===== config.mk =====
export PLATFORM = sky130hd
export DESIGN_NAME = nts_ram
export DESIGN_NICKNAME = d
export VERILOG_FILES = /design/src/rtl/nts_ram.sv
export SDC_FILE = /design/constraint.sdc
export NUM_CORES = 2
export LEC_CHECK = 0
export BUFFER_PORTS_ARGS = -buffer_cell sky130_fd_sc_hd__buf_2
export CAP_MARGIN = 20
export CORE_MARGIN = 4
export CORE_UTILIZATION = 53
export CTS_CLUSTER_DIAMETER = 60
export DETAILED_ROUTE_END_ITERATION = 10
export HOLD_SLACK_MARGIN = 0.1
export PLACE_DENSITY_LB_ADDON = 0.2
export SYNTH_ARGS = -nofsm -noshare
export SYNTH_HDL_FRONTEND = slang
export SYNTH_SLANG_ARGS = --single-unit

===== constraint.sdc =====
create_clock -name clk -period 10 [get_ports clk]
set_clock_uncertainty 0.1 [all_clocks]
set_input_delay 0.5 -clock clk [delete_from_list [all_inputs] [get_ports clk]]
set_output_delay 0.5 -clock clk [all_outputs]
set_load 0.02 [all_outputs]

===== src/rtl/nts_ram.sv =====
// Generic simple dual-port RAM with registered read.
module nts_ram #(
  parameter int WIDTH = 32,
  parameter int DEPTH = 64
) (
  input  logic                     clk,
  input  logic                     we,
  input  logic [$clog2(DEPTH)-1:0] waddr,
  input  logic [WIDTH-1:0]         wdata,
  input  logic                     re,
  input  logic [$clog2(DEPTH)-1:0] raddr,
  output logic [WIDTH-1:0]         rdata
);

  logic [WIDTH-1:0] mem [DEPTH];

  // Write port
  always_ff @(posedge clk) begin
    if (we) begin
      mem[waddr] <= wdata;
    end
  end

  // Registered read port; data holds while re is low
  always_ff @(posedge clk) begin
    if (re) begin
      rdata <= mem[raddr];
    end
  end

endmodule


Word-level counts from Yosys, hierarchy flattened
Memory sizes are Yosys's and may differ from the RTL's. A register that Yosys moved wholly into a read port is not among the register bits.
Cells that the tools add are included.
{"block": "word_totals", "reg_bits": 0, "latch_bits": 0, "ramBits": 2048, "mem_bits_ro": 0, "elab_cells": 3, "n_memories": 1}
{"memory": "mem", "depth": 64, "word_bits": 32, "rd": 1, "rd_ports_with_merged_regs": 1, "wr": 1, "line_no": "15", "rtl": "logic [WIDTH-1:0] mem [DEPTH];"}
{"block": "op_classes", "add_sub_neg": 0, "multipliers": 0, "div_mod_pow": 0, "magnitude_cmp": 0, "eq_ne": 0, "shift": 0, "mux": 2, "n_bitwise": 0, "n_reduce_logical": 0}
{"op": "1-bit two-way mux", "count": 2}

Longest topological paths before layout
{"block": "depth", "word_depth": 2, "mapped_depth": 10, "mapped_depth_nobuf": 5}

Worst setup path before layout
No wires, ideal clock.
{"block": "synth_path", "path_kind": "input to register", "start": "in waddr[3]", "end": "mem mem[48][0], enable pin", "setup_ps": 461, "t_arrival_ps": 3199, "required_time_ps": 9439, "path_slack_ps": 6240, "stages": 4, "n_path_buf": 1, "cell_sequence": "clkbuf_1 -> nor2b_1 -> nand4b_1 -> nor3_1"}
{"item": "start, declared", "line_no": "8", "rtl": "input logic [$clog2(DEPTH)-1:0] waddr,"}
{"item": "end, declared", "line_no": "15"}
Straight into the memory's write port.

==> results.md <==
* Placed Area at 0.08204 mm²
* Site row count at 141
* Vias in the first global route at 37870
* Fmax at 242.5 MHz
* Pre-Repair DR Iteration Count at 5
* Total grt overflow at 0
* FF-to-FF path depth at 4
* Minimum clock period after layout at 4123 ps
* I/O pin total at 79
* Power per cell area at 201.7 mW/mm²
* Fin crit share at 41.23%
* Worst Path Arrival at 4540 ps
* DRT iter0 DRCs at 5072
* Fin. Hold Viols at 0
* NumNets Final at 3607
* Clock transition at path regs at 60 ps
* Initial antenna violation count at 9
* XOR/XNOR Fraction of Synth Area at 0%
* Worst hold stages at 1
* Critical Path RT at 10420 ps
* DRC at 0
* Max_cap viols at 0
* H-tree levels at 4
* Worst-Margin Slew at 1140 ps
* Crit path capture type: flop
* Synth Area in Compound Gates at 1.666%
* Filler Cells Inserted at 9990
* CTS Sinks at 2080
* Final Instance Area at 0.08909 mm²
* Commonest non-fill, non-tap cell in the layout: edfxtp_1
* Syn_nets at 3371
* Synthesized flop and latch total at 2080
* Final setup viols at 0
* Fin cells at 5662
* RSZ-0062 raised after global routing: false
* Root buffer cell: clkbuf_16
* Adder-Cell Fraction of Synth Area at 0%
* Die Wd at 393.7 µm
* First-pass GRT wire length at 281400 µm
* CTS resizes at 0
* Crit path launch type: primary input
* Core box area at 0.1478 mm²
* Drt wl/cell at 34.93 µm
* Max Buffers Root-to-Sink at 3
* Met3 usage at 5.474%
* Met1 GRT Util at 36.10%
* CP Class: in2reg
* Slew Viols, Final at 0
* Min-Delay Path Class: in2reg
* GRT Max-Usage Layer: met2
* Critical Path Fanout Max at 103
* CTS tree: built
* Later-pin clock latency in the skew report at 820 ps
* Share of cells above drive strength 1 at 29.30%
* Syn Area/Cell at 23.72 µm²
* Mux cell area share after synthesis at 16.72%
* Final WL at 197800 µm
* Via count at 37140
* Total GRT Usage at 25.63%
* GR Util met2 at 41.10%
* Max-slew headroom at 23.99%
* Final TNS setup at 0 ps
* TritonCTS buffer count at 201
* Worst vdd ir at 184.5 µV
* Synth Area in Simple Gates at 1.260%
* Die Y at 393.7 µm
* Synth Instances at 3324
* Gpl congestion at 0.7886
* Status: complete, no violations
* Avg Vias per Cell at 6.560
* I/O Buffers at 78
* Yosys Warn Count at 0
* Commonest cells after routing, fill and taps aside: 2080 x edfxtp_1, 544 x mux4_2, 206 x clkbuf_16
* Unique masters post-synth at 33
* Cells after DPL at 5246
* Leak at 27.69 nW
* Initial Utilization at 53.33%
* Die ar. at 0.1550 mm²
* Post-DRT Antenna Nets at 0
* Area Overhead vs Synth at 13.01%
* Sequential share of the synthesized area at 79.23%
* Final core occ at 60.26%
* Synth Cell Area at 0.07884 mm²
* Largest family of logic cells by synthesized area: multiplexers
* Pin count of the biggest net entering global routing at 108
* Post-DP HPWL at 103900 µm
## cell families after synthesis
kind of cell	after synthesis
compound gates	202
buf+inv	182
flops	2080
mux	637
simple gates	223
## sequential cells by signal, summed over array words and instances (netlist names)
signal	cells
rdata	32
mem	2048
## stage by stage
stage / total power [mW] / hold WS, ps / setup slack, ps
2_1_floorplan: 10.36 / 498.9 / 6240
4_1_cts: 18.06 / 221.7 / 5929
3_5_place_dp: 10.75 / 754.0 / 5052
3_3_place_gp: 10.72 / 752.6 / 5128
5_1_grt: 18.52 / 122.0 / 5664
6_report: 17.97 / 127.3 / 5877
## cells in the mapped netlist
library cell	instances	share of area, %
a21oi_1	62	0.39
or3b_1	2	0.022
a41o_1	4	0.051
buf_6	5	0.071
nor3_1	7	0.044
nor2_1	137	0.65
o22ai_1	84	0.67
a31oi_1	1	0.0079
a311oi_1	8	0.089
or2_0	1	0.0079
mux4_2	544	16
o32ai_1	4	0.044
nand4_1	2	0.016
nor2b_1	15	0.12
o221ai_1	27	0.30
nand2b_1	8	0.063
and3_1	4	0.032
edfxtp_1	2080	79
nand2_1	26	0.12
or3b_2	3	0.033
nand4b_1	1	0.011
or2_2	1	0.0079
buf_1	21	0.10
mux2i_1	93	1.2
a22oi_1	12	0.11
nand3_1	5	0.032
nand3b_1	5	0.048
clkbuf_1	74	0.35
or3_1	3	0.024
or2_1	1	0.0079
buf_4	25	0.24
and2_1	2	0.016
buf_2	57	0.36
## routing by layer
metal / share of wire (%) / vias up
met5: 0 / -
met1: 38 / 20080
li1: - / 14790
met4: 2.8 / 0
met3: 9.4 / 304
met2: 49 / 1976
## layout make-up
| class | instances | area (µm²) | share of cell area (%) |
|---|---|---|---|
| repair buffers | 215 | 1829 | 2.053 |
| diodes | 5 | 12.51 | 0.01404 |
| well taps | 1930 | 2415 | 2.710 |
| flip-flops and latches | 2080 | 62460 | 70.11 |
| clock inverters | 128 | 1119 | 1.256 |
| multi-input cells | 1062 | 15970 | 17.92 |
| clock buffers | 242 | 5290 | 5.938 |
## power by group
group | internal [mW] | switching [mW]
registers | 9.67 | 0.0356
clock network | 4.22 | 3.17
logic | 0.328 | 0.540
total | 14.2 | 3.74
## critical path, cell delays in order
cell and delay [ps]:
buf_8 520, buf_4 580, buf_12 540, nand3b_1 770
o221ai_1 420, a21oi_1 70, a21oi_1 660, nor2_1 110
## path summary, 6_finish.rpt
path | from | to | slack [ps]
hold / removal | wdata[20] | mem[30][20]$_DFFE_PP_ | 130
setup / recovery | raddr[0] | rdata[10]$_DFFE_PP_ | 5880
setup reg to reg | mem[58][14]$_DFFE_PP_ | rdata[14]$_DFFE_PP_ | 7310
hold reg to reg | mem[13][20]$_DFFE_PP_ | rdata[20]$_DFFE_PP_ | 770
## timing repair
| action | 4_1_cts | 5_1_grt |
|---|---|---|
| hold buffers | 1 | 19 |
| buffers inserted | 0 | 0 |
| hold endpoints to repair | 1 | 256 |
Note: power is estimated with default switching activity, not from simulation.
