===== src/rtl/nts_ptr.sv =====
// Ring pointer and occupancy tracking for the sample store.
module nts_ptr #(
  parameter int DEPTH = 64
) (
  input  logic                       clk,
  input  logic                       rst,
  input  logic                       push,
  input  logic [$clog2(DEPTH+1)-1:0] limit,
  output logic [$clog2(DEPTH)-1:0]   oldest,
  output logic [$clog2(DEPTH+1)-1:0] count,
  output logic [$clog2(DEPTH)-1:0]   wr_slot
);

  localparam int AW = $clog2(DEPTH);
  localparam int CW = $clog2(DEPTH + 1);
  localparam int SW = CW + 1;

  logic          full;
  logic [AW-1:0] oldest_a;
  logic [CW-1:0] count_a;
  logic [CW-1:0] count_b;
  logic [CW-1:0] drop;
  logic [SW-1:0] wr_sum;
  logic [SW-1:0] old_sum;
  logic [AW-1:0] oldest_next;
  logic [CW-1:0] count_next;

  // A full store loses its oldest entry before the new one goes in
  always_comb begin
    full     = (count == CW'(DEPTH));
    oldest_a = oldest;
    count_a  = count;
    if (full) begin
      oldest_a = (oldest == AW'(DEPTH - 1)) ? '0 : oldest + 1'b1;
      count_a  = count - 1'b1;
    end
  end

  // Write slot: (oldest + count) mod DEPTH, the sum stays below 2*DEPTH
  always_comb begin
    wr_sum  = SW'(oldest_a) + SW'(count_a);
    wr_slot = (wr_sum >= SW'(DEPTH)) ? AW'(wr_sum - SW'(DEPTH)) : AW'(wr_sum);
  end

  // Trim down to the limit after the append
  always_comb begin
    count_b     = count_a + 1'b1;
    drop        = (count_b > limit) ? count_b - limit : '0;
    old_sum     = SW'(oldest_a) + SW'(drop);
    oldest_next = (old_sum >= SW'(DEPTH)) ? AW'(old_sum - SW'(DEPTH)) : AW'(old_sum);
    count_next  = count_b - drop;
  end

  always_ff @(posedge clk) begin
    if (rst) begin
      oldest <= '0;
      count  <= '0;
    end else if (push) begin
      oldest <= oldest_next;
      count  <= count_next;
    end
  end

endmodule


===== config.mk =====
export PLATFORM = sky130hd
export DESIGN_NAME = nts_ptr
export DESIGN_NICKNAME = d
export VERILOG_FILES = /design/src/rtl/nts_ptr.sv
export SDC_FILE = /design/constraint.sdc
export NUM_CORES = 1
export LEC_CHECK = 0
export BUFFER_PORTS_ARGS = -buffer_cell sky130_fd_sc_hd__buf_2
export CORE_MARGIN = 2
export CORE_UTILIZATION = 29
export CTS_CLUSTER_DIAMETER = 80
export DETAILED_ROUTE_END_ITERATION = 7
export SKIP_CTS_REPAIR_TIMING = 1
export SLEW_MARGIN = 30
export SYNTH_ARGS = -nofsm -noshare
export SYNTH_HDL_FRONTEND = slang
export SYNTH_SLANG_ARGS = --single-unit

===== constraint.sdc =====
create_clock -name clk -period 8.4 [get_ports clk]
set_clock_uncertainty 0.1 [all_clocks]
set_input_delay 0.84 -clock clk [delete_from_list [all_inputs] [get_ports clk]]
set_output_delay 0.84 -clock clk [all_outputs]
set_load 0.05 [all_outputs]

Word-level counts from Yosys, hierarchy flattened

Cells that the tools add are included.

Word-level logic and storage cells: 22
Output and inout port bits: 19
Input port bits: 10
Register bits: 13

Add/sub/neg operators: 9
Magnitude comparators: 3
Multiplexer cells: 6
Equality and inequality tests: 2

Operator list:

| cell                                                                                 | number |
|---|---|
| 6-bit two-way mux                                                                    | 4 |
| 6-bit by 7-bit adder with 8-bit output                                               | 2 |
| 8-bit by 7-bit greater-or-equal comparator with 1-bit output (second input constant) | 2 |
| 7-bit two-way mux                                                                    | 2 |
| 7-bit subtractor                                                                     | 2 |
| 6-bit by 1-bit subtractor with 6-bit output (second input constant)                  | 2 |
| 7-bit by 1-bit adder with 7-bit output (second input constant)                       | 1 |
| 7-bit == test (second input constant)                                                | 1 |
| 7-bit greater-than comparator                                                        | 1 |
| 7-bit by 1-bit subtractor with 7-bit output (second input constant)                  | 1 |
| 6-bit by 1-bit adder with 6-bit output (second input constant)                       | 1 |
| 6-bit == test (second input constant)                                                | 1 |

Logic depth before layout (Yosys ltp)

Depth in word-level cells: 8
Mapped depth: 24
Depth with buffers taken out: 22

Least setup slack after synthesis

No wires, ideal clock.

Path type: register -> register
From: reg count[1]
To: reg count[6]
Data arrival time: 4.825 ns
Clock period less this slack: 5.000 ns
Data required time: 8.225 ns
Path buffers: 1
Stages on the path, launching flop included: 23
Setup slack: 3.400 ns
Library setup time: 0.075 ns
Cell sequence: dfxtp_1 clkbuf_1 inv_1 ha_1 nor2_1 a31oi_1 o2bb2ai_1 o21ai_0 xor2_1 ha_1 and4_1 a21boi_0 o21ai_0 or2_2 inv_1 fa_1 nor2b_1 nor3_1 o21bai_1 a21oi_1 xnor3_1 or2_0 a31oi_1

Cells in the longest elaborated chain, start to end: 6
Elaborated cells on any way between the ends: 8
Those cells by class: add/sub: 4; order compare: 1; eq/ne: 1; mux: 2

RTL lines:

| what                                                                                | RTL line | source |
|---|---|---|
| start: declaration                                                                  | 10       | `output logic [$clog2(DEPTH+1)-1:0] count,` |
| start signal: assignment                                                            | 60       | `count <= count_next;` |
| 7-bit by 1-bit subtractor with 7-bit output / 7-bit == test (equally long branches) | 35, 30   |  |
| 7-bit two-way mux (*)                                                               | 33       | `if (full) begin` |
| 7-bit by 1-bit adder with 7-bit output (*)                                          | 47       | `count_b = count_a + 1'b1;` |
| 7-bit subtractor / 7-bit greater-than comparator (equally long branches)            | 48       | `drop = (count_b > limit) ? count_b - limit : '0;` |
| 7-bit two-way mux                                                                   | 48       |  |
| 7-bit subtractor (*)                                                                | 51       | `count_next = count_b - drop;` |

Every way passes the cells marked *; elsewhere a longest branch is shown, timed or not.
A chain may end at the register's enable or synchronous reset.

Worst setup path in the final report

From: reg count[0]
To: reg count[6]

Same word-level chain as after synthesis.

==> flow_results.xml <==
<?xml version="1.0" encoding="UTF-8"?>
<metrics>
  <group name="floorplanning">
    <metric name="die-width" unit="um">85.49</metric>
    <metric name="die_height" unit="um">85.49</metric>
    <metric name="area_of_the_die" unit="um2">7308</metric>
    <metric name="core_area" unit="um2">6386</metric>
    <metric name="pin_count" unit="">29</metric>
    <metric name="initial_core_util" unit="">0.3015</metric>
    <metric name="core.rowCount" unit="">29</metric>
  </group>
  <group name="clock_tree">
    <metric name="cts_made_buffers" unit="">3</metric>
    <metric name="htree_num_levels" unit="">1</metric>
    <metric name="cts_max_path_buffers" unit="">2</metric>
    <metric name="cts_tree" unit="">built</metric>
    <metric name="worstSkewPairLatency" unit="ns">0.24</metric>
    <metric name="clk_pin_slew_worst_paths" unit="ns">0.06</metric>
    <metric name="cts_root_buffer" unit="">clkbuf_8</metric>
    <metric name="cts.sinks" unit="">13</metric>
  </group>
  <group name="setup_path">
    <metric name="cpPeakStageDelay" unit="ns">0.44</metric>
    <metric name="kind_of_start_point_of_the_critical_path" unit="">flip-flop</metric>
    <metric name="critPathRequiredTime" unit="ns">8.48</metric>
    <metric name="setup_crit_path_kind" unit="">flip-flop to flip-flop</metric>
    <metric name="cp.arrival" unit="ns">5.54</metric>
    <metric name="worst_setup_path_end_kind" unit="">flip-flop</metric>
    <metric name="slowest_cell_on_crit_path" unit="">dfxtp_1</metric>
    <metric name="critical_path_peak_fanout" unit="">12</metric>
    <metric name="cp_cell_sequence" unit="">inv_1, ha_1, nor2b_1, nand2_1, nor3_1, nor2_1, o21ai_0, o211ai_1, ha_1, and4_1, a21boi_0, nor2_1, nor2b_1, nand2_1, ha_1, nor2b_1, nor3_1, o21bai_1, a21oi_1, xnor3_1, or2_0, a31oi_1</metric>
  </group>
  <group name="global_routing">
    <metric name="globalRouteTotalUtil" unit="">0.1320</metric>
    <metric name="global_route_wire_length_before_repair" unit="um">7859</metric>
    <metric name="first_global_vias" unit="">1692</metric>
    <metric name="antenna_found_initial" unit="">0</metric>
    <metric name="grt_overflow" unit="">0</metric>
    <metric name="largest_net_degree_at_the_start_of_global_routing" unit="">20</metric>
  </group>
  <group name="timing">
    <metric name="fmaxAchievable" unit="MHz">183.1</metric>
    <metric name="fin_setup_tns" unit="ns">0</metric>
    <metric name="transition_time_at_the_pin_with_the_least_slew_margin" unit="ns">0.4585</metric>
    <metric name="timing.final.crit_period" unit="ns">5.461</metric>
    <metric name="rsz0062_at_grt" unit="">no</metric>
    <metric name="slew-limit-headroom" unit="">0.6911</metric>
    <metric name="finalSetupViolCount" unit="">0</metric>
    <metric name="timing_max_transition_violations_final" unit="">0</metric>
    <metric name="finalHoldViolCount" unit="">0</metric>
    <metric name="period_share" unit="">0.6501</metric>
    <metric name="setup_ws" unit="ns">2.939</metric>
  </group>
  <group name="placed_design">
    <metric name="gpl.final_weighted_congestion" unit="">0.7999</metric>
    <metric name="pre_cts_slack" unit="ns">2.998</metric>
    <metric name="detailedPlacementHpwl" unit="um">3789</metric>
    <metric name="port_buffers" unit="">28</metric>
    <metric name="placed_cell_area" unit="um2">2128</metric>
  </group>
  <group name="route">
    <metric name="drt-total-wl" unit="um">4618</metric>
    <metric name="vias_per_cell" unit="">5.028</metric>
    <metric name="route.antenna.remaining_nets" unit="">0</metric>
    <metric name="detailroute.via_count" unit="">1775</metric>
    <metric name="drt_pre_antenna_iters" unit="">4</metric>
    <metric name="detail_route.drc_violations" unit="">0</metric>
    <metric name="dr.first_iter.drc_count" unit="">133</metric>
    <metric name="wl_per_cell" unit="um">13.08</metric>
  </group>
  <group name="synthesis">
    <metric name="synth_ff_type" unit="">dfxtp_1</metric>
    <metric name="post_synth_num_cell_types" unit="">50</metric>
    <metric name="yosys_warnings" unit="">0</metric>
    <metric name="post_synth.cell_area_avg" unit="um2">7.672</metric>
    <metric name="ys_seq_elements" unit="">13</metric>
    <metric name="yosysSeqAreaShare" unit="">0.1352</metric>
    <metric name="syn_area" unit="um2">1926</metric>
    <metric name="synth_async_sr_flop_share" unit="">0</metric>
    <metric name="synth-edff-count" unit="">0</metric>
    <metric name="leading_cell_types_by_total_area_after_synthesis" unit="">ha_1, dfxtp_1, nor2_1</metric>
    <metric name="syn-instance-count" unit="">251</metric>
    <metric name="synthesis.nets" unit="">289</metric>
    <metric name="synth_area_leader_cell" unit="">ha_1</metric>
    <metric name="synthDominantCellAreaShare" unit="">0.1559</metric>
  </group>
  <group name="job">
    <metric name="max_cap_viol_count" unit="">0</metric>
  </group>
  <group name="finish">
    <metric name="layout-area-overhead-vs-synth" unit="%">12.87</metric>
    <metric name="insertedDiodeCount" unit="">0</metric>
    <metric name="final_design_area_no_fill" unit="um2">2173</metric>
    <metric name="utilization" unit="">0.3403</metric>
    <metric name="fillers" unit="">695</metric>
    <metric name="drive_above_1_share" unit="">0.1594</metric>
    <metric name="nets" unit="">315</metric>
  </group>
  <group name="run_status">
    <metric name="run_status" unit="">completed</metric>
  </group>
  <group name="hold_path">
    <metric name="hold_path.class" unit="">flip-flop to flip-flop</metric>
  </group>
</metrics>
-- logic make-up (layout without fill, tap and decap cells) --
| kind of cell | after synthesis | after routing | synth area share |
|---|---|---|---|
| mux | 12 | 12 | 0.06368 |
| buf+inv | 28 | 53 | 0.05848 |
| xor+xnor | 18 | 18 | 0.1079 |
| flops | 13 | 13 | 0.1352 |
| fa+ha+maj | 29 | 29 | 0.2027 |
| simple gates | 87 | 87 | 0.2216 |
| compound gates | 64 | 64 | 0.2105 |
-- path summary, 6_finish.rpt --
path | from | endpoint | slack (ns) | cells past startpoint
min reg2reg | count[6] | count[6] | 0.41 | 2
min | count[6] | count[6] | 0.41 | 2
max | count[0] | count[6] | 2.94 | 22
max reg2reg | count[0] | count[6] | 2.94 | 22
-- final cells by class --
class	count	area, um2	share of cell area
inverters	21	78.83	0.03627
well taps	77	96.34	0.04433
flip-flops and latches	13	260.3	0.1197
clock buffers	4	45.04	0.02073
repair buffers	28	140.1	0.06448
multi-input cells	210	1553	0.7145
-- per-layer routing --
metal | track usage | wire (um)
met2 | 0.2109 | 2113
met4 | 0.03030 | 50
met5 | 0 | 0
met3 | 0.02626 | 136
met1 | 0.1833 | 2318
-- cell usage after synthesis (all sizes together) (3+ instances only) --
library cell / n
xnor2: 11
a21oi: 16
ha: 24
or2: 5
o21ai: 17
nor2: 32
inv: 21
and2: 4
a21o: 4
clkbuf: 3
nor2b: 5
a31oi: 7
nand2: 18
mux2i: 10
nor3: 5
and3: 4
fa: 4
dfxtp: 13
nand3: 3
nand2b: 3
xor2: 4
buf: 4
a211oi: 3
nand4: 3
o31ai: 4
a21boi: 3
-- through the flow --
stage                     std cells  hold slack (ns)
after floorplan                 251           0.6228
after global placement          349           0.4185
after detailed placement        349           0.4109
after CTS                       353           0.4190
after global routing            353           0.4720
final                           353           0.4123
-- flip-flops by register name, indices dropped and copies added (netlist names) --
| signal | flops |
|---|---|
| count | 7 |
| oldest | 6 |
-- critical path, delay by kind of cell (launching register included) --
kind | cells | cell delay (ns)
xor gates and xnor gates | 1 | 0.34
adders and majority gates | 3 | 0.92
buffers and inverters | 1 | 0.17
DFF | 1 | 0.44
and+or+nand+nor | 11 | 2.35
AOI/OAI and AO/OA | 6 | 1.07
-- cells in the final DEF (no fill, tap or decap), drive strengths merged, types with 5 or more instances in the layout --
| master | synthesis | final |
|---|---|---|
| a21oi | 16 | 16 |
| nor2b | 5 | 5 |
| nor2 | 32 | 32 |
| dfxtp | 13 | 13 |
| ha | 24 | 24 |
| or2 | 5 | 5 |
| mux2i | 10 | 10 |
| nor3 | 5 | 5 |
| xnor2 | 11 | 11 |
| buf | 4 | 28 |
| inv | 21 | 21 |
| o21ai | 17 | 17 |
| a31oi | 7 | 7 |
| nand2 | 18 | 18 |
Power is not shown: default switching activity piles up to over one toggle a cycle in this logic, so the estimate is an artifact.
