--- config.mk ---
export PLATFORM = sky130hd
export DESIGN_NAME = nts_match
export DESIGN_NICKNAME = d
export VERILOG_FILES = /design/src/rtl/nts_pkg.sv /design/src/rtl/nts_match.sv
export SDC_FILE = /design/constraint.sdc
export NUM_CORES = 1
export LEC_CHECK = 0
export ABC_CLOCK_PERIOD_IN_PS = 40800
export BUFFER_PORTS_ARGS = -buffer_cell sky130_fd_sc_hd__buf_2
export CAP_MARGIN = 20
export CORE_MARGIN = 5
export CORE_UTILIZATION = 25
export DETAILED_ROUTE_END_ITERATION = 6
export GPL_ROUTABILITY_DRIVEN = 0
export PLACE_DENSITY = 0.52
export RECOVER_POWER = 50
export SLEW_MARGIN = 20
export SYNTH_ARGS = -nofsm -noshare
export SYNTH_HDL_FRONTEND = slang
export SYNTH_SLANG_ARGS = --single-unit
--- constraint.sdc ---
create_clock -name clk -period 40.8 [get_ports clk]
set_input_delay 8.16 -clock clk [delete_from_list [all_inputs] [get_ports clk]]
set_output_delay 8.16 -clock clk [all_outputs]
set_load 0.05 [all_outputs]
--- src/rtl/nts_pkg.sv ---
// Shared types and constants for the nearest-timestamp sample buffer.
package nts_pkg;

  // Field widths
  localparam int TIME_W = 48;
  localparam int DATA_W = 32;
  localparam int CFG_W  = 7;
  localparam int BEST_W = 32;

  // Default store depth
  localparam int DEPTH_DEFAULT = 64;

  // Match window (3000 s) and end-of-stream lag (4 s), in microseconds
  localparam logic [BEST_W-1:0] WINDOW_US  = 32'd3000000000;
  localparam logic [TIME_W-1:0] END_LAG_US = 48'd4000000;

  // Reset value of the max_entries register
  localparam logic [CFG_W-1:0] MAX_RESET = 7'd50;

  // Operation codes
  localparam logic OP_PUSH  = 1'b0;
  localparam logic OP_QUERY = 1'b1;

  // Controller states
  typedef enum logic [1:0] {
    ST_IDLE,
    ST_SCAN,
    ST_FETCH,
    ST_EMIT
  } state_t;

  // Control from the sequencer to the match unit
  typedef struct packed {
    logic start;  // clear the running best at query accept
    logic valid;  // time read data is valid this cycle
    logic first;  // entry under compare is the oldest
    logic last;   // entry under compare is the newest
  } match_ctl_t;

endpackage

--- src/rtl/nts_match.sv ---
// Running nearest-timestamp compare over the scanned entries.
module nts_match
  import nts_pkg::*;
#(
  parameter int DEPTH = 64
) (
  input  logic                     clk,
  input  logic                     rst,
  input  match_ctl_t               ctl,
  input  logic [TIME_W-1:0]        query_time,
  input  logic [$clog2(DEPTH)-1:0] slot,
  input  logic [TIME_W-1:0]        rtime,
  output logic                     found,
  output logic [$clog2(DEPTH)-1:0] best_slot,
  output logic [TIME_W-1:0]        best_time,
  output logic [TIME_W-1:0]        oldest_time,
  output logic [TIME_W-1:0]        newest_time
);

  logic [BEST_W-1:0] best;
  logic [TIME_W-1:0] delta;
  logic              closer;

  // Absolute distance, strictly closer than the best so far (oldest wins ties)
  always_comb begin
    delta  = (rtime >= query_time) ? rtime - query_time : query_time - rtime;
    closer = (delta[TIME_W-1:BEST_W] == '0) && (delta[BEST_W-1:0] < best);
  end

  always_ff @(posedge clk) begin
    if (rst) begin
      found <= 1'b0;
    end else if (ctl.start) begin
      found <= 1'b0;
    end else if (ctl.valid && closer) begin
      found <= 1'b1;
    end
  end

  // Best candidate and end-point timestamps
  always_ff @(posedge clk) begin
    if (ctl.start) begin
      best <= WINDOW_US;
    end else if (ctl.valid) begin
      if (closer) begin
        best      <= delta[BEST_W-1:0];
        best_slot <= slot;
        best_time <= rtime;
      end
      if (ctl.first) begin
        oldest_time <= rtime;
      end
      if (ctl.last) begin
        newest_time <= rtime;
      end
    end
  end

endmodule

# [Yosys cells after proc, flatten, opt, wreduce, memory -nomap -nowiden]
# Index checks and enable logic that the tools add are counted.
# W data, S select, Z words.
[op_classes] mux=1 addsub=2 bitwise=1 n_reduce_logical=8 n_lt_le_gt_ge=2
[ops] cell="$sub A48 B48 Y48" n=2
[ops] cell="$ge A48 B48 Y1" n=1
[ops] cell="$mux W48" n=1
[ops] cell="$lt A32 B32 Y1" n=1
[ops] cell="$logic_not A16 Y1" n=1
[ops] cell="$reduce_and A3 Y1" n=3
[ops] cell="$logic_and A1 B1 Y1" n=2
[ops] cell="$reduce_and A2 Y1" n=1
[ops] cell="$reduce_or A2 Y1" n=1
[ops] cell="$not A1 Y1" n=1
[totals] register_bits=183 out_inout_bits=151 in_bits=108

# [Longest topological paths before layout]
# Gate-level depths: netlist of run 1.
[logic_depth] word_depth=5 mapped_depth=31 ltp_nobuf=24

# [Worst setup path before layout of run 1]
# Ideal clock, no wire load.
[synth_path] path_type="input to register" from="input query_time[11]" to="register best_slot[0] (enable)" slack_ps=21600 setup_ps=599 cell_stages=27 t_arrival_ps=18601 path_buffers=6 path_cell_list="inv_1 > ha_1 > clkbuf_1 > nand4_1 > a2111o_1 > a31oi_1 > or3_1 > buf_2 > buf_2 > buf_2 > buf_1 > clkbuf_1 > nor2_1 > a21oi_1 > a31oi_1 > xnor2_1 > ha_1 > a21o_1 > a21o_1 > a221o_1 > a221oi_1 > o41ai_1 > a2111oi_0 > nand4_1 > nor4_1 > nand4_1 > nor4_1"
[synth_between] elab_chain_len=5 word_cells_on_any_way=8 cone_classes="add/sub: 2; order compare: 2; mux: 1; reduce/logical: 3"
[synth_lines] element="start: declaration" line_no="nts_match.sv:10" rtl="input logic [TIME_W-1:0] query_time,"
[synth_lines] element="$sub A48 B48 Y48 or $ge A48 B48 Y1 (tied branches)" line_no="nts_match.sv:26" rtl="delta = (rtime >= query_time) ? rtime - query_time : query_time - rtime;"
[synth_lines] element="$mux W48 (*)" line_no="nts_match.sv:26"
[synth_lines] element="named net delta[26]" line_no="nts_match.sv:21" rtl="logic [TIME_W-1:0] delta;"
[synth_lines] element="$lt A32 B32 Y1 (*)" line_no="nts_match.sv:27" rtl="closer = (delta[TIME_W-1:BEST_W] == '0) && (delta[BEST_W-1:0] < best);"
[synth_lines] element="$logic_and A1 B1 Y1 (*)" line_no="nts_match.sv:27"
[synth_lines] element="$reduce_and A3 Y1 (no source line) (*)"
[synth_lines] element="end signal: assignment" line_no="nts_match.sv:47" rtl="best_slot <= slot;"
[synth_lines] element="end: declaration" line_no="nts_match.sv:14" rtl="output logic [$clog2(DEPTH)-1:0] best_slot,"
# The timed path passes the listed nets; every way through them passes the cells marked *.
# A chain may end at the register's enable or synchronous reset.

# [Worst setup path in the final report of run 1]
[layout_path] from="input rtime[35]" to="register best[26]"
[layout_between] elab_chain_len=5 word_cells_on_any_way=8 cone_classes="add/sub: 2; order compare: 2; mux: 1; reduce/logical: 3"
[layout_lines] element="start: declaration" line_no="nts_match.sv:12" rtl="input logic [TIME_W-1:0] rtime,"
[layout_lines] element="$ge A48 B48 Y1 (*)" line_no="nts_match.sv:26"
[layout_lines] element="$mux W48 (*)" line_no="nts_match.sv:26"
[layout_lines] element="named net delta[26]" line_no="nts_match.sv:21"
[layout_lines] element="$lt A32 B32 Y1" line_no="nts_match.sv:27"
[layout_lines] element="$logic_and A1 B1 Y1" line_no="nts_match.sv:27"
[layout_lines] element="$reduce_and A2 Y1 (no source line)"
[layout_lines] element="end signal: assignment" line_no="nts_match.sv:46" rtl="best <= delta[BEST_W-1:0];"
[layout_lines] element="end: declaration" line_no="nts_match.sv:20" rtl="logic [BEST_W-1:0] best;"
# Marks and branches as above.

==> results of run 1 <==
-- cell usage after synthesis (4+ instances only) --
library cell | instances | area share
inv_1 | 154 | 0.046
edfxtp_1 | 150 | 0.36
a21oi_1 | 138 | 0.055
ha_1 | 126 | 0.12
nand2_1 | 102 | 0.030
nor2_1 | 102 | 0.030
o21ai_0 | 78 | 0.031
nand4_1 | 45 | 0.022
clkbuf_1 | 41 | 0.012
dfxtp_1 | 33 | 0.052
a21o_1 | 29 | 0.017
mux2i_1 | 26 | 0.021
xnor2_1 | 18 | 0.012
xor2_1 | 18 | 0.012
nor3_1 | 17 | 0.0067
o21bai_1 | 16 | 0.0095
o31ai_1 | 16 | 0.0095
buf_2 | 15 | 0.0059
nand3_1 | 15 | 0.0059
o21a_1 | 13 | 0.0077
or4_1 | 13 | 0.0077
a211oi_1 | 12 | 0.0071
o211ai_1 | 11 | 0.0065
and3_1 | 10 | 0.0049
nor4_1 | 9 | 0.0044
a221oi_1 | 8 | 0.0055
o311a_1 | 8 | 0.0063
or3_1 | 8 | 0.0040
a31o_1 | 7 | 0.0048
nand2b_1 | 7 | 0.0035
o2111ai_1 | 7 | 0.0048
a31oi_1 | 6 | 0.0030
o21ai_1 | 6 | 0.0024
buf_6 | 5 | 0.0044
o211a_1 | 5 | 0.0040
o221a_2 | 5 | 0.0044
o22ai_1 | 5 | 0.0025
a21boi_0 | 4 | 0.0024
a221o_1 | 4 | 0.0032
a32oi_1 | 4 | 0.0028
buf_1 | 4 | 0.0012
or2_2 | 4 | 0.0020
-- power by group through the flow --
stage	clock network [mW]	logic (mW)	registers [mW]
after global routing	0.180	0.178	0.208
after detailed placement	0	0.162	0.212
after floorplan	0	0.0968	0.228
after CTS	0.174	0.163	0.208
final	0.165	0.163	0.208
after global placement	0	0.161	0.212
-- cell type report --
cell class / count / share of cell area
clock buffer: 19 / 0.0290
inverter: 154 / 0.0387
timing repair buffer: 268 / 0.0799
antenna: 1 / 0.000167
tap: 672 / 0.0562
sequential: 183 / 0.345
clock inverter: 11 / 0.00845
multi-input combinational: 956 / 0.442
-- how the worst min path moves through the flow --
| stage | end | cells past startpoint |
|---|---|---|
| 6_report | found | 1 |
| 5_1_grt | found | 1 |
| 2_1_floorplan | best[26] | 2 |
| 3_3_place_gp | found | 1 |
| 3_5_place_dp | best[26] | 2 |
| 4_1_cts | best[26] | 2 |
-- cell families (layout without fill, tap and decap cells) --
family,after synthesis,in the layout
AO/OA/AOI/OAI,415,415
AND/OR/NAND/NOR,348,348
buffers and inverters,221,452
flip-flops,183,183
adder cells (fa/ha/maj),128,128
XOR/XNOR,36,36
multiplexers,29,29
other,0,1
-- metal layers --
metal,vias to the layer above,global-route usage
met5,-,0
met4,2,0.0662
met3,86,0.0326
met2,407,0.241
met1,5399,0.200
li1,5415,-
-- stage by stage --
step / util / hold WS [ns]
6_report: 0.299 / 0.483
5_1_grt: 0.299 / 0.500
4_1_cts: 0.302 / 0.477
3_5_place_dp: 0.291 / 0.462
3_3_place_gp: 0.291 / 0.444
2_1_floorplan: - / 0.435
-- state kept, by name, indices dropped and copies added (netlist names) --
signal	cells
newest_time	48
best_slot	6
best_time	48
found	1
oldest_time	48
best	32
==> flow_summary.toml, run 1 <==
[yosys]
synthesis.nets = 1596
synth_cells = 1360
yosys_warnings = 0
synth_xor_area_frac = 0.0249
synth.area.mux_share = 0.0232
yosys.area_share.simple = 0.133
synth_area_per_cell_um2 = 9.31
ys_async_sr_fraction = 0
synth-edff-count = 150
synthesis.area_um2 = 12700
synth_cell_types = 77
synthAdderAreaFrac = 0.128
synth_compound_gate_area_share = 0.212
synth_seq_area_share = 0.408
synth_seq_cells = 183
synthFlopType = "edfxtp_1"
synth_top_family_by_area = "compound AO/OA/AOI/OAI gates"

[detailed_routing]
met2_length_mm = 19.6
totalWireLength_mm = 43.3
drt_first_pass_iters = 6
met1_length_mm = 19.7
wire_per_inst_um = 19.1
top_layer = "met5"
drt_iter0_drc = 994
via_count = 11300
drcViolationCount = 0
dr_wl_met3_mm = 2.43
avgViaCountPerCell = 5.00
antenna_left = 0

[final_layout]
layout_commonest_cell = "inv_1"
final_cell_mix = "154 x inv_1, 150 x edfxtp_1, 142 x clkbuf_1, 138 x a21oi_1, 126 x ha_1"
regArea_um2 = 5160
final_cells = 2264
drive_gt1_frac = 0.111
multi_input_area_um2 = 6610
layout.nets = 1816
stdcell_area_um2 = 15000
nFillCells = 5442
syn_to_final_growth_pct = 18.2

[floorplanning]
die_x_um = 235
core_um2 = 50100
initial_utilization = 0.253
chipHeight_um = 235
fp.dieArea_um2 = 55200
rows = 82
io_pins = 259

[sta]
fin_skew_ns = 0.0154
tightest_slew_ns = 1.02
setup_violations = 0
slew_headroom = 0.319
hold_violations = 0
slew_violations = 0
period_share = 0.377
timing.fmax_mhz = 65.0
rsz0062_at_grt = "no"
min_period_ns = 15.38
finalSetupTns_ns = 0
worst_slack_ns = 25.42

[hold_path]
hp-class = "reg -> reg"
hold_path.startpoint = "found"

[clock_network]
cts_resized = 0
clk_latency_ns = 0.48
clock-sinks = 183
cts_made_buffers = 17
clkTransAtPathRegs_ns = 0.07
cts_setup_buffers = 0
clk_path_buf_depth = 2
postCtsHoldBufs = 0
cts_tree = "built"
root_buffer = "clkbuf_16"
cts_max_level = 4

[pwr]
max-vdd-ir-drop_mv = 0.0353
p_comb_frac = 0.304
netSwitchingPower_uw = 188
p_int_uw = 349
swShare = 0.350
clkPwrFrac = 0.308
power-per-cell-area_nw_per_um2 = 35.9
leakagePower_nw = 6.01
seqPwrFrac = 0.388
total_power_uw = 536

[place]
dp_hpwl_mm = 33.9
port_buffers = 258
place_inst = 2232
pre_cts_ws_ns = 25.03
placed_area_um2 = 14600

[critical_path]
crit_family = "compound AO/OA/AOI/OAI gates"
path_cells = "clkbuf_1 -> ha_1 -> nand2_1 -> o21ai_1 -> a21oi_1 -> o31ai_1 -> or3_1 -> buf_4 -> nor2_1 -> a21oi_1 -> a31oi_1 -> xnor2_1 -> ha_1 -> a21o_1 -> a21o_1 -> a221o_1 -> a221oi_1 -> o41ai_1 -> nor3_1 -> nand4_1 -> or4b_1 -> nor3_4 -> buf_4 -> mux2i_1"
r2r_setup_slack_ns = 36.15
start_kind = "primary input"
path_depth = 24
ff2ff_path_depth = 14
slowest_delay_ns = 0.90
cp_num_buf_inv = 3
cp_max_fo = 51
r2r_start = "best[25]"
crit_start = "rtime[35]"
end_kind = "flip-flop"
cp.arrival_ns = 15.80
r2r-end = "best[26]"
slowest_stage = "or4b_1"
worstPathRequired_ns = 41.21
critPathKind = "in -> reg"
endpoint = "best[26]"

[outcome]
status = "completed"

[flow_run]
drv_cap = 0

[grt]
grt_pass1_wl_mm = 65.9
grt_max_degree = 53
grt_util_all_layers = 0.152
antenna_found_initial = 2
overflow = 0
first_global_vias = 11000
Note: power is estimated with default switching activity, not from simulation.
==> inputs of run 2 (changes only) <==
--- a/config.mk
+++ b/config.mk
@@ -5,7 +5,8 @@
 export SDC_FILE = /design/constraint.sdc
 export NUM_CORES = 1
 export LEC_CHECK = 0
-export ABC_CLOCK_PERIOD_IN_PS = 40800
+export ABC_AREA = 1
+export ABC_CLOCK_PERIOD_IN_PS = 12500
 export BUFFER_PORTS_ARGS = -buffer_cell sky130_fd_sc_hd__buf_2
 export CAP_MARGIN = 20
 export CORE_MARGIN = 5
==> constraint.sdc (replaced) <==
create_clock -name clk -period 12.5 [get_ports clk]
set_input_delay 2.5 -clock clk [delete_from_list [all_inputs] [get_ports clk]]
set_output_delay 2.5 -clock clk [all_outputs]
set_load 0.05 [all_outputs]
==> run 2 against run 1 <==
Against the previous run:
- synthesized area up 17%
- critical path type unchanged
- via count grew 25%
- largest cell class unchanged
- combinational power grew to 3.9 times the previous value
- wire length up 25%
- critical path depth increased by 7
- worst hold slack got worse by 0.014 ns
- clock skew down 0.00064 ns
- synthesized cell count is 61% higher
- worst setup slack lost 22 ns
- flip-flop and latch count unchanged
- the flow now finishes with violations (max-capacitance violations, max-slew violations)
==> flow_summary.toml, run 2 <==
[outcome]
status = "finished, violations left"
failed_checks = "max-capacitance violations, max-slew violations"

[place]
place_inst = 3192
pre_cts_ws_ns = 3.23
dp_hpwl_mm = 45.4
port_buffers = 258

[sta]
period_share = 0.699
slew_violations = 98
finalSetupTns_ns = 0
slew_headroom = -1.25
timing.fmax_mhz = 114
worst_slack_ns = 3.76
hold_violations = 0
holdWs_ns = 0.469
setup_violations = 0
min_period_ns = 8.74
rsz0062_at_grt = "no"
tightest_slew_ns = 3.38
fin_skew_ns = 0.0148

[grt]
antenna_found_initial = 0
grt_max_degree = 73
grt_util_all_layers = 0.166
global_route.usage.met3 = 0.0306
grt-busiest-layer = "met2"
overflow = 0
use_met1 = 0.209
grtUsageMet2 = 0.285
first_global_vias = 13800
grt_pass1_wl_mm = 81.0

[clock_network]
clkTransAtPathRegs_ns = 0.07
cts_made_buffers = 17
postCtsHoldBufs = 0
cts_tree = "built"
cts_setup_buffers = 0
clk_latency_ns = 0.48
cts_max_level = 4
cts_resized = 0
clock-sinks = 183
root_buffer = "clkbuf_16"
clk_path_buf_depth = 2

[yosys]
synthesis.area_um2 = 14800
synth_area_per_cell_um2 = 6.77
ys_top_cells_by_count = "810 x nand2_1, 437 x inv_1, 173 x nor2_1"
synth-edff-count = 150
synth_cells = 2189
synth_cell_types = 43
synth_top_cell_area_share = 0.304
yosys_warnings = 0
synthesis.nets = 2425
synth_top_cell_by_area = "edfxtp_1"
ys_top_cells_by_area = "edfxtp_1 30%, nand2_1 21%, inv_1 11%"
ys_async_sr_fraction = 0
synth_seq_area_share = 0.348
synthFlopType = "edfxtp_1"
synth_seq_cells = 183
yosysMostFrequentCell = "nand2_1"

[critical_path]
cp.arrival_ns = 8.84
critPathKind = "in -> reg"
crit_family = "simple AND/OR/NAND/NOR gates"
worstPathRequired_ns = 12.60
cp_num_buf_inv = 6
end_kind = "flip-flop"
cp_max_fo = 72
slowest_stage = "buf_4"
start_kind = "primary input"
slowest_delay_ns = 0.64
cp_common_cell = "nand2_1"

[floorplanning]
io_pins = 259
fp.dieArea_um2 = 64300
rows = 89
initial_utilization = 0.252
core_um2 = 58900
chipHeight_um = 254
die_x_um = 254

[detailed_routing]
avgViaCountPerCell = 4.39
antenna_left = 0
via_count = 14200
drcViolationCount = 0
drt_first_pass_iters = 7
drt_iter0_drc = 1155
wire_per_inst_um = 16.8
totalWireLength_mm = 54.1

[pwr]
swShare = 0.381
clkPwrFrac = 0.298
max-vdd-ir-drop_mv = 0.108
leakagePower_nw = 9.19
p_comb_frac = 0.341
seqPwrFrac = 0.362
power-per-cell-area_nw_per_um2 = 108
p_int_mw = 1.16
netSwitchingPower_uw = 716

[final_layout]
layout.nets = 2674
reg_top3 = "best_time (48), newest_time (48), oldest_time (48)"
layout_commonest_cell = "nand2_1"
diodes = 0
final_cells = 3224
final_cell_mix = "810 x nand2_1, 437 x inv_1, 208 x buf_2, 170 x nor2_1, 150 x edfxtp_1"
syn_to_final_growth_pct = 17.7
drive_gt1_frac = 0.124

[hold_path]
hp-class = "reg -> reg"

[flow_run]
drv_cap = 2
## run 2: cell count changes in the layout (fill, tap and decap cells not counted), sizes merged, moves of 22 or more
cell,delta
nand4,-24
o21ai,-39
nand2,+716
inv,+300
nand3,+98
clkbuf,-84
buf,+82
mux2i,-22
a21o,-25
a21oi,-35
nor2,+101
## run 2: cells by family after synthesis
group                    Yosys count  synth area share
adder cells (fa/ha/maj)          128             0.109
flip-flops                       183             0.348
AO/OA/AOI/OAI                    179            0.0651
buffers and inverters            486             0.130
multiplexers                       4           0.00270
AND/OR/NAND/NOR                 1176             0.325
XOR/XNOR                          33            0.0195
## run 2: per-stage QoR
stage / instance area, um^2 / util / power, mW
after floorplan: 14800 / - / 1.13
after global placement: 16900 / 0.287 / 1.33
after detailed placement: 16900 / 0.287 / 1.33
after CTS: 17500 / 0.297 / 1.90
after global routing: 17500 / 0.296 / 1.99
final: 17500 / 0.296 / 1.88
## run 2: final timing paths
path	from	to	slack (ns)	depth (start not counted)
min reg2reg	best[11]	best[11]	0.47	2
min	best[11]	best[11]	0.47	2
max	rtime[0]	best_time[44]	3.76	31
max reg2reg	best[3]	best_time[44]	8.74	14
## run 2: worst min-delay path, stage by stage, from the launching register on
cell	delay, ns
dfxtp_1	0.34
nand2_1	0.06
nand3_1	0.05
## run 2: layer usage
metal | share of wire | vias to the layer above | wire [um]
met4 | 0.032 | 0 | 1720
li1 | - | 7238 | -
met2 | 0.48 | 424 | 26100
met3 | 0.057 | 76 | 3070
met1 | 0.43 | 6413 | 23100
met5 | 0 | - | 0
## run 2: power by group through the flow
stage / Sequential, mW / Clock (mW) / Combinational (mW)
floorplan: 0.746 / 0 / 0.382
global placement: 0.692 / 0 / 0.636
detailed placement: 0.692 / 0 / 0.635
CTS: 0.678 / 0.588 / 0.636
global route: 0.681 / 0.605 / 0.706
finish: 0.679 / 0.559 / 0.639
## run 2: layout make-up
cell class,count,area [um^2]
Clock buffer,23,533
Clock inverter,9,71.3
Fill cell,6547,41500
Inverter,454,1710
Multi-Input combinational cell,1520,7760
Sequential cell,183,5160
Tap cell,773,967
Timing Repair Buffer,262,1250
==> inputs of run 3 (changes only) <==
--- a/config.mk
+++ b/config.mk
@@ -6,14 +6,14 @@
 export NUM_CORES = 1
 export LEC_CHECK = 0
 export ABC_AREA = 1
-export ABC_CLOCK_PERIOD_IN_PS = 12500
+export ABC_CLOCK_PERIOD_IN_PS = 9100
 export BUFFER_PORTS_ARGS = -buffer_cell sky130_fd_sc_hd__buf_2
 export CAP_MARGIN = 20
 export CORE_MARGIN = 5
 export CORE_UTILIZATION = 25
 export DETAILED_ROUTE_END_ITERATION = 6
 export GPL_ROUTABILITY_DRIVEN = 0
-export PLACE_DENSITY = 0.52
+export PLACE_DENSITY = 0.51
 export RECOVER_POWER = 50
 export SLEW_MARGIN = 20
 export SYNTH_ARGS = -nofsm -noshare
==> constraint.sdc (replaced) <==
create_clock -name clk -period 9.1 [get_ports clk]
set_input_delay 1.82 -clock clk [delete_from_list [all_inputs] [get_ports clk]]
set_output_delay 1.82 -clock clk [all_outputs]
set_load 0.05 [all_outputs]
==> run 3 against run 2 <==
Against the previous run:
- the run still ends with max-capacitance violations, max-slew violations left
- critical path type unchanged
- sequential power grew 37%
- clock skew shrank 0.0037 ns
- global-route usage grew 0.12 points
- register-to-register slack lost 2.6 ns
- worst setup slack lost 1.7 ns
==> flow_summary.toml, run 3 (synthesized netlist as in run 2, its figures left out) <==
[critical_path]
cp_common_cell = "nand2_1"
slowest_delay_ns = 0.57
slowest_stage = "inv_4"
cp_num_buf_inv = 6
r2r-end = "best_time[7]"
crit_family = "simple AND/OR/NAND/NOR gates"
r2r_start = "best[3]"
cp_max_fo = 51
start_kind = "primary input"
path_depth = 28
ff2ff_path_depth = 14
r2r_setup_slack_ns = 6.16
cp.arrival_ns = 7.19
worstPathRequired_ns = 9.26
end_kind = "flip-flop"
critPathKind = "in -> reg"

[hold_path]
hp-class = "reg -> reg"
hold_depth = 2
hold_path.startpoint = "best[14]"
hold_path_end = "best[14]"

[final_layout]
diodes = 0
stdcell_area_um2 = 17500
final_cell_mix = "810 x nand2_1, 437 x inv_1, 208 x buf_2, 170 x nor2_1, 150 x edfxtp_1"
drive_gt1_frac = 0.125
layout.nets = 2678
syn_to_final_growth_pct = 18.3
layout_commonest_cell = "nand2_1"
nFillCells = 6601
utilization = 0.298
reg_top3 = "best_time (48), newest_time (48), oldest_time (48)"

[grt]
grt_util_all_layers = 0.167
grt_max_degree = 52
antenna_found_initial = 0
grt_pass1_wl_mm = 81.0
overflow = 0
first_global_vias = 13600

[clock_network]
cts_max_level = 4
cts_setup_buffers = 0
clk_path_buf_depth = 2
cts_made_buffers = 17
clkTransAtPathRegs_ns = 0.07
clock-sinks = 183
cts_tree = "built"
postCtsHoldBufs = 0
clk_latency_ns = 0.48
cts_resized = 0
root_buffer = "clkbuf_16"

[detailed_routing]
totalWireLength_mm = 54.3
drt_iter0_drc = 937
avgViaCountPerCell = 4.37
wire_per_inst_um = 16.8
drcViolationCount = 0
antenna_left = 0
via_count = 14100
drt_first_pass_iters = 5

[sta]
min_period_ns = 7.04
timing.fmax_mhz = 142
finalSetupTns_ns = 0
period_share = 0.773
slew_headroom = -1.20
setup_violations = 0
rsz0062_at_grt = "no"
fin_skew_ns = 0.0111
tightest_slew_ns = 3.30
hold_violations = 0
slew_violations = 98

[outcome]
failed_checks = "max-capacitance violations, max-slew violations"
status = "finished, violations left"

[flow_run]
drv_cap = 2

[floorplanning]
core_um2 = 58900
io_pins = 259
chipHeight_um = 254
fp.dieArea_um2 = 64300
rows = 89
die_x_um = 254
initial_utilization = 0.252

[pwr]
power-per-cell-area_nw_per_um2 = 152
leakagePower_nw = 9.23
max-vdd-ir-drop_mv = 0.136

[place]
port_buffers = 258
placed_area_um2 = 17000
dp_hpwl_mm = 45.7
## run 3: area by class of cell
cell class / instances / area, um^2 / share of cell area
Timing Repair Buffer: 266 / 1290 / 0.0738
Multi-Input combinational cell: 1520 / 7760 / 0.442
Tap cell: 773 / 967 / 0.0551
Sequential cell: 183 / 5160 / 0.294
Clock inverter: 14 / 218 / 0.0124
Clock buffer: 18 / 429 / 0.0245
Inverter: 454 / 1710 / 0.0973
## run 3: worst max path at each step
stage | start | to | slack [ns]
CTS | rtime[0] | best_time[5] | 2.16
detailed placement | rtime[0] | best_time[1] | 1.64
finish | rtime[0] | best_time[7] | 2.06
global placement | rtime[0] | best_time[1] | 1.71
floorplan | rtime[0] | best_slot[0] | 0.85
global route | rtime[0] | best_time[7] | 1.52
## run 3: power by group
part	total, mW	switching, mW	internal (mW)
combinational	0.880	0.631	0.248
clock	0.847	0.356	0.491
sequential	0.933	0.00432	0.928
## run 3: through the flow
| step | cells | worst slack, ns | power, mW | hold WS (ns) |
|---|---|---|---|---|
| 3_5_place_dp | 3196 | 1.64 | 1.83 | 0.449 |
| 5_1_grt | 3228 | 1.52 | 2.82 | 0.489 |
| 6_report | 3228 | 2.06 | 2.66 | 0.463 |
| 4_1_cts | 3228 | 2.16 | 2.69 | 0.468 |
| 3_3_place_gp | 3196 | 1.71 | 1.83 | 0.442 |
| 2_1_floorplan | 2189 | 0.849 | 1.55 | 0.429 |
## run 3: worst register-to-register path: cells and delay by family (launching register included)
| family | cells | cell delay, ns |
|---|---|---|
| AND/OR/NAND/NOR | 7 | 1.10 |
| AO/OA/AOI/OAI | 4 | 0.52 |
| buffers and inverters | 2 | 0.36 |
| flip-flops | 1 | 0.31 |
| adder cells (fa/ha/maj) | 1 | 0.30 |
## run 3: routing by layer
metal,global-route usage,vias to the layer above,routed length (um)
li1,-,7245,-
met1,0.211,6352,23200
met2,0.284,424,26000
met3,0.0300,77,3350
met4,0.0628,0,1810
met5,0,-,0
